--- src/hw/rtl/ldf_pkg.sv ---
// Shared types and constants for the length-prefixed deframer.
// No dependencies.
package ldf_pkg;

	localparam int LDF_LEN_BYTES = 4;
	localparam int LDF_ID_BYTES  = 4;
	localparam int LDF_Q_DEPTH   = 4;
	localparam int LDF_REG_BYTES = 4;

	typedef struct packed {
		logic [7:0]  payload_byte;
		logic [31:0] frame_id;
		logic [31:0] frame_len;
		logic        first_of_frame;
		logic        last_of_frame;
		logic        empty_frame;
	} ldf_word_t;

endpackage

--- src/hw/rtl/ldf_front.sv ---
// Front end: collects the header, tracks the payload count and builds result words.
// Depends on ldf_pkg.
module ldf_front import ldf_pkg::*; #(
	parameter int LEN_FIELD_BYTES = LDF_LEN_BYTES,
	parameter int ID_FIELD_BYTES  = LDF_ID_BYTES
) (
	input  logic       clk,
	input  logic       arst_n,
	input  logic       step,
	input  logic [7:0] in_byte,
	output logic       res_valid,
	output ldf_word_t  res_word
);

	localparam int HDR_BYTES = LEN_FIELD_BYTES + ID_FIELD_BYTES;
	localparam int HIDX_W    = $clog2(HDR_BYTES);
	localparam logic [HIDX_W-1:0] HIDX_LAST = HIDX_W'(HDR_BYTES - 1);

	logic              in_payload_q;
	logic [HIDX_W-1:0] hidx_q;
	logic [31:0]       len_q;
	logic [31:0]       id_q;
	logic [31:0]       left_q;

	logic [31:0] len_hdr;
	logic [31:0] id_hdr;
	logic        hdr_done;
	logic [31:0] left_dec;

	always_comb begin
		len_hdr = (hidx_q == '0) ? 32'd0 : len_q;
		id_hdr  = (hidx_q == '0) ? 32'd0 : id_q;
		for (int k = 0; k < LDF_REG_BYTES; k++) begin
			if (k < LEN_FIELD_BYTES && hidx_q == HIDX_W'(k))
				len_hdr[8*k +: 8] = in_byte;
			if (k < ID_FIELD_BYTES && hidx_q == HIDX_W'(LEN_FIELD_BYTES + k))
				id_hdr[8*k +: 8] = in_byte;
		end
	end

	assign hdr_done = (hidx_q == HIDX_LAST);
	assign left_dec = left_q - 32'd1;

	always_comb begin
		res_word = '0;
		if (in_payload_q) begin
			res_valid               = 1'b1;
			res_word.payload_byte   = in_byte;
			res_word.frame_id       = id_q;
			res_word.frame_len      = len_q;
			res_word.first_of_frame = (left_q == len_q);
			res_word.last_of_frame  = (left_q == 32'd1);
		end else begin
			res_valid               = hdr_done && (len_hdr == 32'd0);
			res_word.frame_id       = id_hdr;
			res_word.frame_len      = len_hdr;
			res_word.first_of_frame = 1'b1;
			res_word.last_of_frame  = 1'b1;
			res_word.empty_frame    = 1'b1;
		end
	end

	always_ff @(posedge clk or negedge arst_n) begin
		if (!arst_n) begin
			in_payload_q <= 1'b0;
			hidx_q       <= '0;
			len_q        <= '0;
			id_q         <= '0;
			left_q       <= '0;
		end else if (step) begin
			if (in_payload_q) begin
				left_q <= left_dec;
				if (left_dec == 32'd0)
					in_payload_q <= 1'b0;
			end else begin
				len_q <= len_hdr;
				id_q  <= id_hdr;
				if (hdr_done) begin
					hidx_q <= '0;
					if (len_hdr != 32'd0) begin
						in_payload_q <= 1'b1;
						left_q       <= len_hdr;
					end
				end else begin
					hidx_q <= hidx_q + HIDX_W'(1);
				end
			end
		end
	end

	a_left_nonzero: assert property (@(posedge clk) disable iff (!arst_n)
		in_payload_q |-> left_q != 32'd0)
		else $error("payload state with zero bytes left");

	a_hidx_range: assert property (@(posedge clk) disable iff (!arst_n)
		hidx_q <= HIDX_LAST)
		else $error("header index out of range");

	a_hidx_idle: assert property (@(posedge clk) disable iff (!arst_n)
		in_payload_q |-> hidx_q == '0)
		else $error("header index not cleared during payload");

	a_enter_payload: assert property (@(posedge clk) disable iff (!arst_n)
		(step && !in_payload_q && hdr_done && len_hdr != 32'd0) |=> in_payload_q)
		else $error("nonempty header did not enter payload");

endmodule

--- src/hw/rtl/ldf_queue.sv ---
// Back end: short word queue holding results until the receiver pops them.
// Depends on ldf_pkg.
module ldf_queue import ldf_pkg::*; #(
	parameter int DEPTH = LDF_Q_DEPTH
) (
	input  logic      clk,
	input  logic      arst_n,
	input  logic      wr_en,
	input  ldf_word_t wr_word,
	input  logic      rd_en,
	output ldf_word_t rd_word,
	output logic      full,
	output logic      empty
);

	localparam int PTR_W = (DEPTH > 1) ? $clog2(DEPTH) : 1;
	localparam int CNT_W = $clog2(DEPTH + 1);
	localparam logic [PTR_W-1:0] PTR_LAST = PTR_W'(DEPTH - 1);
	localparam logic [CNT_W-1:0] CNT_FULL = CNT_W'(DEPTH);

	ldf_word_t         mem_q [DEPTH];
	logic [PTR_W-1:0]  wr_ptr_q;
	logic [PTR_W-1:0]  rd_ptr_q;
	logic [CNT_W-1:0]  cnt_q;
	logic              do_wr;
	logic              do_rd;

	assign full    = (cnt_q == CNT_FULL);
	assign empty   = (cnt_q == '0);
	assign do_wr   = wr_en && !full;
	assign do_rd   = rd_en && !empty;
	assign rd_word = mem_q[rd_ptr_q];

	always_ff @(posedge clk) begin
		if (do_wr)
			mem_q[wr_ptr_q] <= wr_word;
	end

	always_ff @(posedge clk or negedge arst_n) begin
		if (!arst_n) begin
			wr_ptr_q <= '0;
			rd_ptr_q <= '0;
			cnt_q    <= '0;
		end else begin
			if (do_wr)
				wr_ptr_q <= (wr_ptr_q == PTR_LAST) ? '0 : wr_ptr_q + PTR_W'(1);
			if (do_rd)
				rd_ptr_q <= (rd_ptr_q == PTR_LAST) ? '0 : rd_ptr_q + PTR_W'(1);
			if (do_wr && !do_rd)
				cnt_q <= cnt_q + CNT_W'(1);
			else if (do_rd && !do_wr)
				cnt_q <= cnt_q - CNT_W'(1);
		end
	end

	a_cnt_range: assert property (@(posedge clk) disable iff (!arst_n)
		cnt_q <= CNT_FULL)
		else $error("queue count overflow");

	a_no_drop: assert property (@(posedge clk) disable iff (!arst_n)
		wr_en |-> !full)
		else $error("result word dropped on full queue");

	a_drain: assert property (@(posedge clk) disable iff (!arst_n)
		(cnt_q == CNT_W'(1) && do_rd && !do_wr) |=> empty)
		else $error("queue not empty after last pop");

endmodule

--- src/hw/rtl/length_prefixed_deframer.sv ---
// Top level of the length-prefixed deframer: front parser feeding a result queue.
// Depends on ldf_pkg, ldf_front, ldf_queue.
//
// Input channel: one stream byte per word on in_byte, taken when push is high
// and full is low. Each frame is a little-endian length field, then a
// little-endian message ID field, then the payload bytes.
// Result channel: while empty is low the oldest result word is on the output
// ports; it is taken when pop is high. Every payload byte gives one word
// tagged with frame_id, frame_len, first_of_frame and last_of_frame. A frame
// of length zero gives one word with empty_frame set and payload_byte zero
// when its last header byte arrives. Header bytes give no word.
// Throughput: one input byte per cycle, sustained while results are popped.
// A result word is registered into the queue when its byte is taken.
// The result queue holds LDF_Q_DEPTH words; when the receiver stalls it
// fills and full rises, holding off input until a word is popped.
// Reset clears the header collector, the payload counter and the queue; the
// next byte after reset starts a new header.
module length_prefixed_deframer import ldf_pkg::*; #(
	parameter int LEN_FIELD_BYTES = LDF_LEN_BYTES,
	parameter int ID_FIELD_BYTES  = LDF_ID_BYTES
) (
	input  logic        clk,
	input  logic        arst_n,
	input  logic        push,
	output logic        full,
	input  logic [7:0]  in_byte,
	output logic        empty,
	input  logic        pop,
	output logic [7:0]  payload_byte,
	output logic [31:0] frame_id,
	output logic [31:0] frame_len,
	output logic        first_of_frame,
	output logic        last_of_frame,
	output logic        empty_frame
);

	logic      step;
	logic      res_valid;
	ldf_word_t res_word;
	ldf_word_t out_word;

	assign step = push && !full;

	ldf_front #(
		.LEN_FIELD_BYTES(LEN_FIELD_BYTES),
		.ID_FIELD_BYTES (ID_FIELD_BYTES)
	) u_front (
		.clk      (clk),
		.arst_n   (arst_n),
		.step     (step),
		.in_byte  (in_byte),
		.res_valid(res_valid),
		.res_word (res_word)
	);

	ldf_queue #(
		.DEPTH(LDF_Q_DEPTH)
	) u_queue (
		.clk    (clk),
		.arst_n (arst_n),
		.wr_en  (step && res_valid),
		.wr_word(res_word),
		.rd_en  (pop),
		.rd_word(out_word),
		.full   (full),
		.empty  (empty)
	);

	assign payload_byte   = out_word.payload_byte;
	assign frame_id       = out_word.frame_id;
	assign frame_len      = out_word.frame_len;
	assign first_of_frame = out_word.first_of_frame;
	assign last_of_frame  = out_word.last_of_frame;
	assign empty_frame    = out_word.empty_frame;

endmodule

--- config.mk ---
export PLATFORM = sky130hd
export DESIGN_NAME = length_prefixed_deframer
export DESIGN_NICKNAME = d
export VERILOG_FILES = /design/src/hw/rtl/ldf_pkg.sv /design/src/hw/rtl/ldf_front.sv /design/src/hw/rtl/ldf_queue.sv /design/src/hw/rtl/length_prefixed_deframer.sv
export SDC_FILE = /design/constraint.sdc
export NUM_CORES = 1
export LEC_CHECK = 0
export ABC_CLOCK_PERIOD_IN_PS = 12950
export BUFFER_PORTS_ARGS = -buffer_cell sky130_fd_sc_hd__buf_2
export CORE_ASPECT_RATIO = 1.5
export CORE_MARGIN = 8
export CORE_UTILIZATION = 65
export CTS_BUF_LIST = sky130_fd_sc_hd__clkbuf_4
export DETAILED_ROUTE_END_ITERATION = 12
export PLACE_DENSITY = 0.84
export SETUP_SLACK_MARGIN = 0.15
export SYNTH_ARGS = -nofsm -noshare
export SYNTH_HDL_FRONTEND = slang
export SYNTH_SLANG_ARGS = --single-unit
--- constraint.sdc ---
create_clock -name clk -period 12.95 [get_ports clk]
set_input_delay 3.2375 -clock clk [delete_from_list [all_inputs] [get_ports clk]]
set_output_delay 3.2375 -clock clk [all_outputs]
set_load 0.02 [all_outputs]
# Word-level counts from Yosys, hierarchy flattened
# Memory sizes are Yosys's and may differ from the RTL's.
# Index checks and enable logic that the tools add are counted.
# W data, S select, Z words.
dict set report classes {
  n_addsub 6
  n_eq_ne 12
  mux 28
  bitwise_logic 1
  n_reduce_logical 21
}
# op count
set op_table {}
lappend op_table {{$mux W32} 5}
lappend op_table {{$mux W8} 9}
lappend op_table {{$mux W66} 1}
lappend op_table {{$logic_not A32 Y1} 2}
lappend op_table {{$eq A32 B1 Y1 const B} 1}
lappend op_table {{$eq A32 B32 Y1} 1}
lappend op_table {{$reduce_bool A32 Y1} 1}
lappend op_table {{$sub A32 B1 Y32 const B} 1}
lappend op_table {{$eq A3 B3 Y1 const B} 5}
lappend op_table {{$mux W3} 3}
lappend op_table {{$mux W1} 8}
lappend op_table {{$logic_and A1 B1 Y1} 7}
lappend op_table {{$add A3 B1 Y3 const B} 2}
lappend op_table {{$eq A3 B2 Y1 const B} 2}
lappend op_table {{$logic_not A3 Y1} 2}
lappend op_table {{$reduce_bool A2 Y1} 3}
lappend op_table {{$add A2 B1 Y2 const B} 2}
lappend op_table {{$eq A2 B2 Y1 const B} 2}
lappend op_table {{$logic_not A1 Y1} 4}
lappend op_table {{$mux W2} 2}
lappend op_table {{$eq A3 B1 Y1 const B} 1}
lappend op_table {{$reduce_and A3 Y1} 1}
lappend op_table {{$sub A3 B1 Y3 const B} 1}
lappend op_table {{$reduce_and A2 Y1} 1}
lappend op_table {{$not A1 Y1} 1}
dict set report totals {
  regBits 107
  ram_bits 300
  inputBits 12
  n_memories 1
}
# name depth width rd rd_ports_with_merged_regs write_ports line
set mem_list {}
lappend mem_list {u_queue.mem_q 4 75 1 0 1 ldf_queue.sv:21} ;# ldf_word_t mem_q [DEPTH];

# Longest topological paths before layout
# Gate-level depths: netlist of the first run.
dict set report logic_depth {
  ltp_word 12
  depth_mapped 17
  mapped_depth_nobuf 14
}

# Hierarchy
# Synthesis of the first run repeated with hierarchy kept, for this count alone.
dict set report hier_totals {
  hier_cells 1311
  area_unflattened_um2 18459.0
}
# module n_inst cells_each area_each_um2
set by_module_without_submodules {}
lappend by_module_without_submodules {ldf_queue 1 429 11288.3}
lappend by_module_without_submodules {ldf_front 1 880 7155.6}
lappend by_module_without_submodules {length_prefixed_deframer 1 2 15.0}

# Least setup slack after synthesis of the first run
# Ideal clock, no wire load.
dict set report synth_timing {
  path_type {in2reg}
  from {input port in_byte[1]}
  to {memory u_queue.mem_q[0][0] (netlist name), enable pin}
  arrival_ps 10251
  required_ps 12334
  path_slack_ps 2083
  stages 6
  cell_sequence {or4_1 -> a222oi_1 -> nand4_1 -> nor4_4 -> a21oi_1 -> nor3b_1}
}
dict set report synth_between {
  elab_chain_cells 8
  elab_cells_between_ends 11
}
# item line
set synth_lines {}
lappend synth_lines {{start, declared} length_prefixed_deframer.sv:26} ;# input logic [7:0] in_byte,
lappend synth_lines {{$mux W8} ldf_front.sv:34} ;# if (k < LEN_FIELD_BYTES && hidx_q == HIDX_W'(k))
lappend synth_lines {{$logic_not A32 Y1 *} ldf_front.sv:54} ;# res_valid = hdr_done && (len_hdr == 32'd0);
lappend synth_lines {{$logic_and A1 B1 Y1 *} ldf_front.sv:54}
lappend synth_lines {{$mux W1 *} ldf_front.sv:46} ;# if (in_payload_q) begin
lappend synth_lines {{$logic_and A1 B1 Y1 *} length_prefixed_deframer.sv:61} ;# .wr_en (step && res_valid),
lappend synth_lines {{$logic_and A1 B1 Y1 *} ldf_queue.sv:30} ;# assign do_wr = wr_en && !full;
lappend synth_lines {{$mux W1 *} ldf_queue.sv:35} ;# if (do_wr)
lappend synth_lines {{$mux W1 (implied by the code) *} ldf_queue.sv:36} ;# mem_q[wr_ptr_q] <= wr_word;
lappend synth_lines {{end, declared} ldf_queue.sv:21}
# Every way passes the cells marked *; elsewhere a longest branch is shown, timed or not.

# Worst setup path after layout of the first run
dict set report layout_timing {
  from {input port in_byte[1]}
  to {memory u_queue.mem_q[0][4] (netlist name), enable pin}
}
# Same word-level chain as after synthesis.

==> reports/results.txt, run 1 <==
status = finished, final reports clean
largest net degree at the start of global routing = 68
Synth Instances = 1273
core area = 0.0272 sq mm
Pleak = 7.31 nW
Total GRT Usage = 27.2%
Peak supply drop = 0.236 mV
H-tree levels = 3
final hold slack = 0.494 ns
clock latency at the later pin of the worst-skew pair = 0.75 ns
worst hold path depth = 2
commonest cells in the netlist = 300 x edfxtp_1, 107 x dfrtp_1, 82 x nor2_1
fraction of synthesized area in multiplexers = 11.2%
Starting Density = 66.2%
total vias in the final route = 11900
Routed Antenna Nets = 0
Vert. Die Dim = 220 um
# DRC = 0
largest family of logic cells by synthesized area = multiplexers
setup violators final = 0
number of buffers created by CTS = 89
internal power = 0.00312 W
Post-Synth XOR/XNOR Area = 1.90%
clock sink total = 407
CP Launch Type = primary input
YS warnings = 0
DRT iter0 DRCs = 1345
Rows = 74
DP Wirelength = 29700 um
Placed Area = 0.0187 sq mm
PostCTS Resize Cnt = 0
CTS clock-pin slew for the worst setup and hold paths = 0.07 ns
fmax = 149 MHz
Max Root-Sink Buffers = 3
Slowest-stage cell, CP = buf_4
CP max FO = 67
final core occ = 73.0%
Worst Path Required = 13.28 ns
final WL = 45500 um
total grt overflow = 0
Finished Cell Area = 0.0199 sq mm
root cell of the clock tree = clkbuf_4
reg-to-reg startpoint = u_front.hidx_q[2]
Slew headroom = 17.9%
ys flop type = edfxtp_1
Period minus WS final = 6.72 ns
hold wc startpoint = u_front.id_q[4]
RSZ-0062 raised after global routing = false
largest cells by area after synthesis = edfxtp_1 50%, dfrtp_1 15%, mux4_2 9.4%
Hold Fails Final Rpt = 0
postcts setup bufs = 0
Net Sw Power = 0.00209 W
CTS Hold Bufs = 0
Mapped Nets = 1300
Fin Setup TNS = 0 ns
die width = 152 um
per-cell routed wire length = 25.4 um
Port Buffers = 88
maxcap violations = 0
layout cells sized above 1 = 24.2%
Final period util = 51.9%
power share of the sequential group = 42.4%
Die ar. = 0.0334 sq mm
pwr dens = 262 mW/mm^2
CTS tree = built
Final Max Slew Viols = 0
Comb power frac = 38.3%
Post-synth EDFFs = 300
I/O pin cnt = 89
Synth Area in Simple Gates = 8.96%
gpl congestion = 0.949
area leader, netlist = edfxtp_1
synthesized flop and latch total = 407
first-pass GRT wire length = 70000 um
Synth async-reset ratio = 26.3%
compound-cell area share of the yosys netlist = 9.12%
Tightest Hold Check Type = reg2reg
Reg2Reg Setup Slack = 7.25 ns
switching portion of total power = 40.0%
vias per cell = 6.63
R2R Path End = u_queue.mem_q[0][4]
synth unique cells = 60
CP endpoint kind = register
clock network power share = 19.4%
Synth Area per Inst = 14.1 sq um
Critical Path Max Stage Delay = 0.84 ns
initial antenna violation count = 1
worst hold path endpoint = u_front.id_q[4]
Initial DRT Pass Iterations = 9
Area Growth Syn to Fin = 10.4%
Least-Margin Pin Slew = 1.22 ns
WS Path Type = in2reg
Final Net Count = 1404
Worst EP arrival = 7.05 ns
most common cell in the netlist = edfxtp_1
Clock Skew = 0.0418 ns
vias in the first global route = 12100
reg2reg path depth = 9
critical path cell sequence = buf_2, or4_1, a222oi_1, nand4_1, nor4_4, a21oi_1, nor3b_2, buf_4
cell area after synthesis = 0.0180 sq mm
Adder-Cell Fraction of Synth Area = 1.08%
share of the synthesized area in the top cell type = 50.0%
post-synthesis sequential area ratio = 64.9%
## state kept, by name (all words and copies together) (netlist names), 2 cells and up
register / cells
u_queue.mem_q: 300
u_front.id_q: 32
u_front.left_q: 32
u_front.len_q: 32
u_front.hidx_q: 3
u_queue.cnt_q: 3
u_queue.rd_ptr_q: 2
u_queue.wr_ptr_q: 2
## cell families (layout without fill, tap and decap cells)
kind of cell	count (synthesis)	after routing
AO/OA/AOI/OAI	250	250
XOR/XNOR	39	39
adder cells (fa/ha/maj)	15	15
buffers and inverters	132	309
flip-flops	407	407
multiplexers	105	105
other	0	2
AND/OR/NAND/NOR	325	325
## layout make-up
type | instances | area (sq um)
sequential | 407 | 11700
fill | 1735 | 7340
multi-input combinational | 734 | 5830
clock buffer | 131 | 983
timing repair buffer | 105 | 571
tap | 342 | 428
clock inverter | 33 | 216
inverter | 40 | 150
antenna | 2 | 5.00
## through the flow
step / worst slack [ns] / cells / total power (W)
floorplan: 2.08 / 1273 / 0.00352
CTS: 6.31 / 1792 / 0.00521
global placement: 5.71 / 1628 / 0.00414
detailed placement: 5.55 / 1628 / 0.00420
finish: 6.23 / 1794 / 0.00521
global route: 6.07 / 1793 / 0.00547
## metal layers
| layer | global-route usage, % | part of all wire [%] |
|---|---|---|
| met2 | 47.2 | 52 |
| met5 | 0 | 0 |
| met1 | 31.2 | 36 |
| met3 | 5.31 | 6.8 |
| met4 | 15.7 | 5.1 |
## power groups by stage
stage	clock (W)	sequential [W]	combinational (W)
after global routing	0.00109	0.00223	0.00214
after CTS	0.00103	0.00219	0.00199
final	0.00101	0.00221	0.00199
after floorplan	0	0.00204	0.00148
after global placement	0	0.00220	0.00194
after detailed placement	0	0.00222	0.00198
## worst max-delay path, delay by kind of cell
family	cells	cell delay, ns
buffers and inverters	2	1.11
AND/OR/NAND/NOR	4	1.97
AO/OA/AOI/OAI	2	0.60
## how the worst max path moves through the flow
| stage | depth (start not counted) | endpoint | slack, ns | start |
|---|---|---|---|---|
| 2_1_floorplan | 6 | u_queue.mem_q[0][0] | 2.08 | in_byte[1] |
| 3_3_place_gp | 8 | u_queue.mem_q[0][1] | 5.71 | in_byte[1] |
| 3_5_place_dp | 8 | u_queue.mem_q[0][1] | 5.55 | in_byte[1] |
| 4_1_cts | 8 | u_queue.mem_q[0][68] | 6.31 | in_byte[1] |
| 5_1_grt | 8 | u_queue.mem_q[0][74] | 6.07 | in_byte[1] |
| 6_report | 8 | u_queue.mem_q[0][4] | 6.23 | in_byte[1] |
## cells in the final DEF (no fill, tap or decap), drive strengths merged, types with 18 or more instances in the layout
cell type,synthesis,layout
inv,40,43
a22o,36,36
nor3,25,25
edfxtp,300,300
nor4,27,27
clkinv,0,25
nand3,29,29
nor2,83,83
o21ai,65,65
a22oi,18,18
clkbuf,65,131
buf,27,105
a222oi,28,28
mux4,75,75
xor2,34,34
nand2,79,79
a21oi,78,78
nor2b,24,24
dfrtp,107,107
(Power assumes the default switching activity.)
==> inputs of run 2 (changes only) <==
--- a/config.mk
+++ b/config.mk
@@ -5,14 +5,15 @@
 export SDC_FILE = /design/constraint.sdc
 export NUM_CORES = 1
 export LEC_CHECK = 0
-export ABC_CLOCK_PERIOD_IN_PS = 12950
+export ABC_AREA = 1
+export ABC_CLOCK_PERIOD_IN_PS = 5800
 export BUFFER_PORTS_ARGS = -buffer_cell sky130_fd_sc_hd__buf_2
 export CORE_ASPECT_RATIO = 1.5
 export CORE_MARGIN = 8
-export CORE_UTILIZATION = 65
+export CORE_UTILIZATION = 58
 export CTS_BUF_LIST = sky130_fd_sc_hd__clkbuf_4
 export DETAILED_ROUTE_END_ITERATION = 12
-export PLACE_DENSITY = 0.84
+export PLACE_DENSITY = 0.79
 export SETUP_SLACK_MARGIN = 0.15
 export SYNTH_ARGS = -nofsm -noshare
 export SYNTH_HDL_FRONTEND = slang
==> constraint.sdc (replaced) <==
create_clock -name clk -period 5.8 [get_ports clk]
set_input_delay 1.45 -clock clk [delete_from_list [all_inputs] [get_ports clk]]
set_output_delay 1.45 -clock clk [all_outputs]
set_load 0.02 [all_outputs]
==> run 2 against run 1 <==
Sequential cell count did not move. Cell area increased by 4.2%. Cell count increased by 41%. Sequential share of layout area down 2.4 points. Register-to-register slack got worse by 5.8 ns. Non-clock buffer count increased by 1. Global-route usage down 1.4 points. Via count rose by 23%. Clock-buffer cell count rose by 7. Largest power group is now combinational logic.
==> reports/results.txt, run 2 <==
status = finished, final reports clean (unchanged)
area leader, netlist = edfxtp_1 (unchanged)
per-cell routed wire length = 19.5 um (was 25.4 um)
final-layout fill cell count = 2415 (was 1735)
postcts setup bufs = 0 (unchanged)
Pleak = 8.28 nW (was 7.31 nW)
Finished Cell Area = 0.0207 sq mm (was 0.0199 sq mm)
pre-CTS setup slack = 1.47 ns (was 5.55 ns)
Worst Path Required = 4.35 ns (was 13.28 ns)
layout cells sized above 1 = 12.9% (was 24.2%)
maxcap violations = 0 (unchanged)
Placed Area = 0.0194 sq mm (was 0.0187 sq mm)
Peak supply drop = 0.287 mV (was 0.236 mV)
max reg flops = 300 (unchanged)
Biggest register = u_queue.mem_q (unchanged)
post-synthesis sequential area ratio = 62.6% (was 64.9%)
Clock Skew = 0.0547 ns (was 0.0418 ns)
cell area after synthesis = 0.0187 sq mm (was 0.0180 sq mm)
Routed Antenna Nets = 0 (unchanged)
CTS Hold Bufs = 0 (unchanged)
Non-Filler Instances = 2525 (was 1794)
Slew headroom = 15.5% (was 17.9%)
first-pass GRT wire length = 76600 um (was 70000 um)
Post-synth EDFFs = 300 (unchanged)
I/O pin cnt = 89 (unchanged)
CTS tree = built (unchanged)
core area = 0.0317 sq mm (was 0.0272 sq mm)
setup violators final = 0 (unchanged)
number of buffers created by CTS = 92 (was 89)
root cell of the clock tree = clkbuf_4 (unchanged)
PostCTS Resize Cnt = 0 (unchanged)
largest net degree at the start of global routing = 106 (was 68)
CP endpoint kind = output port (was register)
total vias in the final route = 14600 (was 11900)
Period minus WS final = 4.80 ns
Initial DRT Pass Iterations = 6 (was 9)
largest cells by area after synthesis = edfxtp_1 48%, dfrtp_1 14%, nand2_1 8.3% (was edfxtp_1 50%, dfrtp_1 15%, mux4_2 9.4%)
Least-Margin Pin Slew = 1.25 ns (was 1.22 ns)
initial antenna violation count = 2 (was 1)
YS warnings = 0 (unchanged)
Synth Area per Inst = 9.64 sq um (was 14.1 sq um)
DP Wirelength = 32500 um (was 29700 um)
Synth Instances = 1937 (was 1273)
Die ar. = 0.0383 sq mm (was 0.0334 sq mm)
Final Net Count = 2061 (was 1404)
CP max FO = 97 (was 67)
synth unique cells = 37 (was 60)
most common cell in the netlist = nand2_1 (was edfxtp_1)
gpl congestion = 1.04 (was 0.949)
CP Launch Type = register (was primary input)
area occupied by multi-input gates = 0.00607 sq mm (was 0.00583 sq mm)
commonest non-fill, non-tap cells in the layout = 411 x nand2_1, 307 x o21ai_0, 300 x edfxtp_1, 277 x nor2_1, 138 x clkbuf_4 (was 300 x edfxtp_1, 131 x clkbuf_4, 105 x dfrtp_1, 87 x buf_2, 81 x nor2_1)
share of the synthesized area in the top cell type = 48.2% (was 50.0%)
fmax = 208 MHz
pwr dens = 586 mW/mm^2 (was 262 mW/mm^2)
Final Max Slew Viols = 0 (unchanged)
Port Buffers = 88 (unchanged)
clock sink total = 407 (unchanged)
Hold Fails Final Rpt = 0 (unchanged)
Tightest Hold Check Type = reg2reg (unchanged)
Total GRT Usage = 25.8% (was 27.2%)
synthesized flop and latch total = 407 (unchanged)
Synth async-reset ratio = 26.3% (unchanged)
Tot Pwr = 0.0121 W (was 0.00521 W)
Area Growth Syn to Fin = 10.9% (was 10.4%)
vias in the first global route = 14300 (was 12100)
WS Path Type = reg2out (was in2reg)
DRT iter0 DRCs = 1249 (was 1345)
Max Root-Sink Buffers = 3 (unchanged)
Starting Density = 58.8% (was 66.2%)
Rows = 80 (was 74)
total grt overflow = 0 (unchanged)
Placed Cells = 2350 (was 1628)
RSZ-0062 raised after global routing = false (unchanged)
ys flop type = edfxtp_1 (unchanged)
Fin Setup TNS = 0 ns (unchanged)
Final period util = 82.7%
vias per cell = 5.78 (was 6.63)
H-tree levels = 3 (unchanged)
CTS clock-pin slew for the worst setup and hold paths = 0.08 ns (was 0.07 ns)
Mapped Nets = 1964 (was 1300)
Worst EP arrival = 3.35 ns (was 7.05 ns)
Vert. Die Dim = 236 um (was 220 um)
post-route setup slack = 1.00 ns (was 6.23 ns)
die width = 163 um (was 152 um)
FF/Latch Area = 0.0117 sq mm (about the same)
# DRC = 0 (unchanged)
commonest cells in the netlist = 411 x nand2_1, 307 x o21ai_0, 300 x edfxtp_1 (was 300 x edfxtp_1, 107 x dfrtp_1, 82 x nor2_1)
commonest non-fill, non-tap cell in the layout = nand2_1 (was edfxtp_1)
clock latency at the later pin of the worst-skew pair = 0.78 ns (was 0.75 ns)
final WL = 49200 um (was 45500 um)
run 2: routing by layer:
| layer | up-vias | global-route usage, % | share of wire, % |
|---|---|---|---|
| li1 | 6888 | - | - |
| met1 | 6888 | 28.9 | 36 |
| met2 | 660 | 44.9 | 51 |
| met3 | 156 | 4.60 | 6.9 |
| met4 | 0 | 15.6 | 5.6 |
| met5 | - | 0 | 0 |
run 2: layout make-up:
type	count	share of cell area [%]
diodes	4	0.0483
clock inverters	33	1.03
well taps	410	2.48
flip-flops and latches	407	56.5
repair buffers	106	3.09
clock buffers	138	5.00
inverters	141	2.57
multi-input cells	1286	29.3
run 2: cells by family after synthesis:
kind of cell | share of synthesized area, %
xor+xnor | 1.41
mux | 0.0603
compound gates | 13.3
fa+ha+maj | 1.05
buf+inv | 5.13
flops | 62.6
simple gates | 16.5
run 2: through the flow:
step                utilization [%]  hold WS (ns)
floorplan                         -         0.475
global placement               61.3         0.516
detailed placement             61.3         0.506
CTS                            65.2         0.535
global route                   65.2         0.553
finish                         65.2         0.537
run 2: worst max-delay path, cell delays in order (launching register included):
cell	delay (ns)
dfrtp_4	0.80
buf_4	0.82
o21ai_0	0.21
o22ai_1	0.38
buf_2	0.24
run 2: path summary, 6_finish.rpt:
path / slack [ns] / cells after the start / start / end
max reg2reg: 1.50 / 13 / u_front.hidx_q[0] / u_queue.mem_q[3][36]
max: 1.00 / 4 / u_queue.rd_ptr_q[0] / frame_len[24]
min in group asynchronous: 0.84 / 1 / arst_n / u_front.left_q[21]
max in group asynchronous: 3.83 / 2 / arst_n / u_queue.rd_ptr_q[0]
min reg2reg: 0.54 / 2 / u_front.len_q[7] / u_front.len_q[7]
min: 0.54 / 2 / u_front.len_q[7] / u_front.len_q[7]
run 2: power breakdown:
group | switching, W | leakage (nW) | internal, W
sequential | 0.000452 | 4.17 | 0.00398
clock | 0.00110 | 0.737 | 0.00123
combinational | 0.00390 | 3.37 | 0.00148
total | 0.00546 | 8.28 | 0.00668
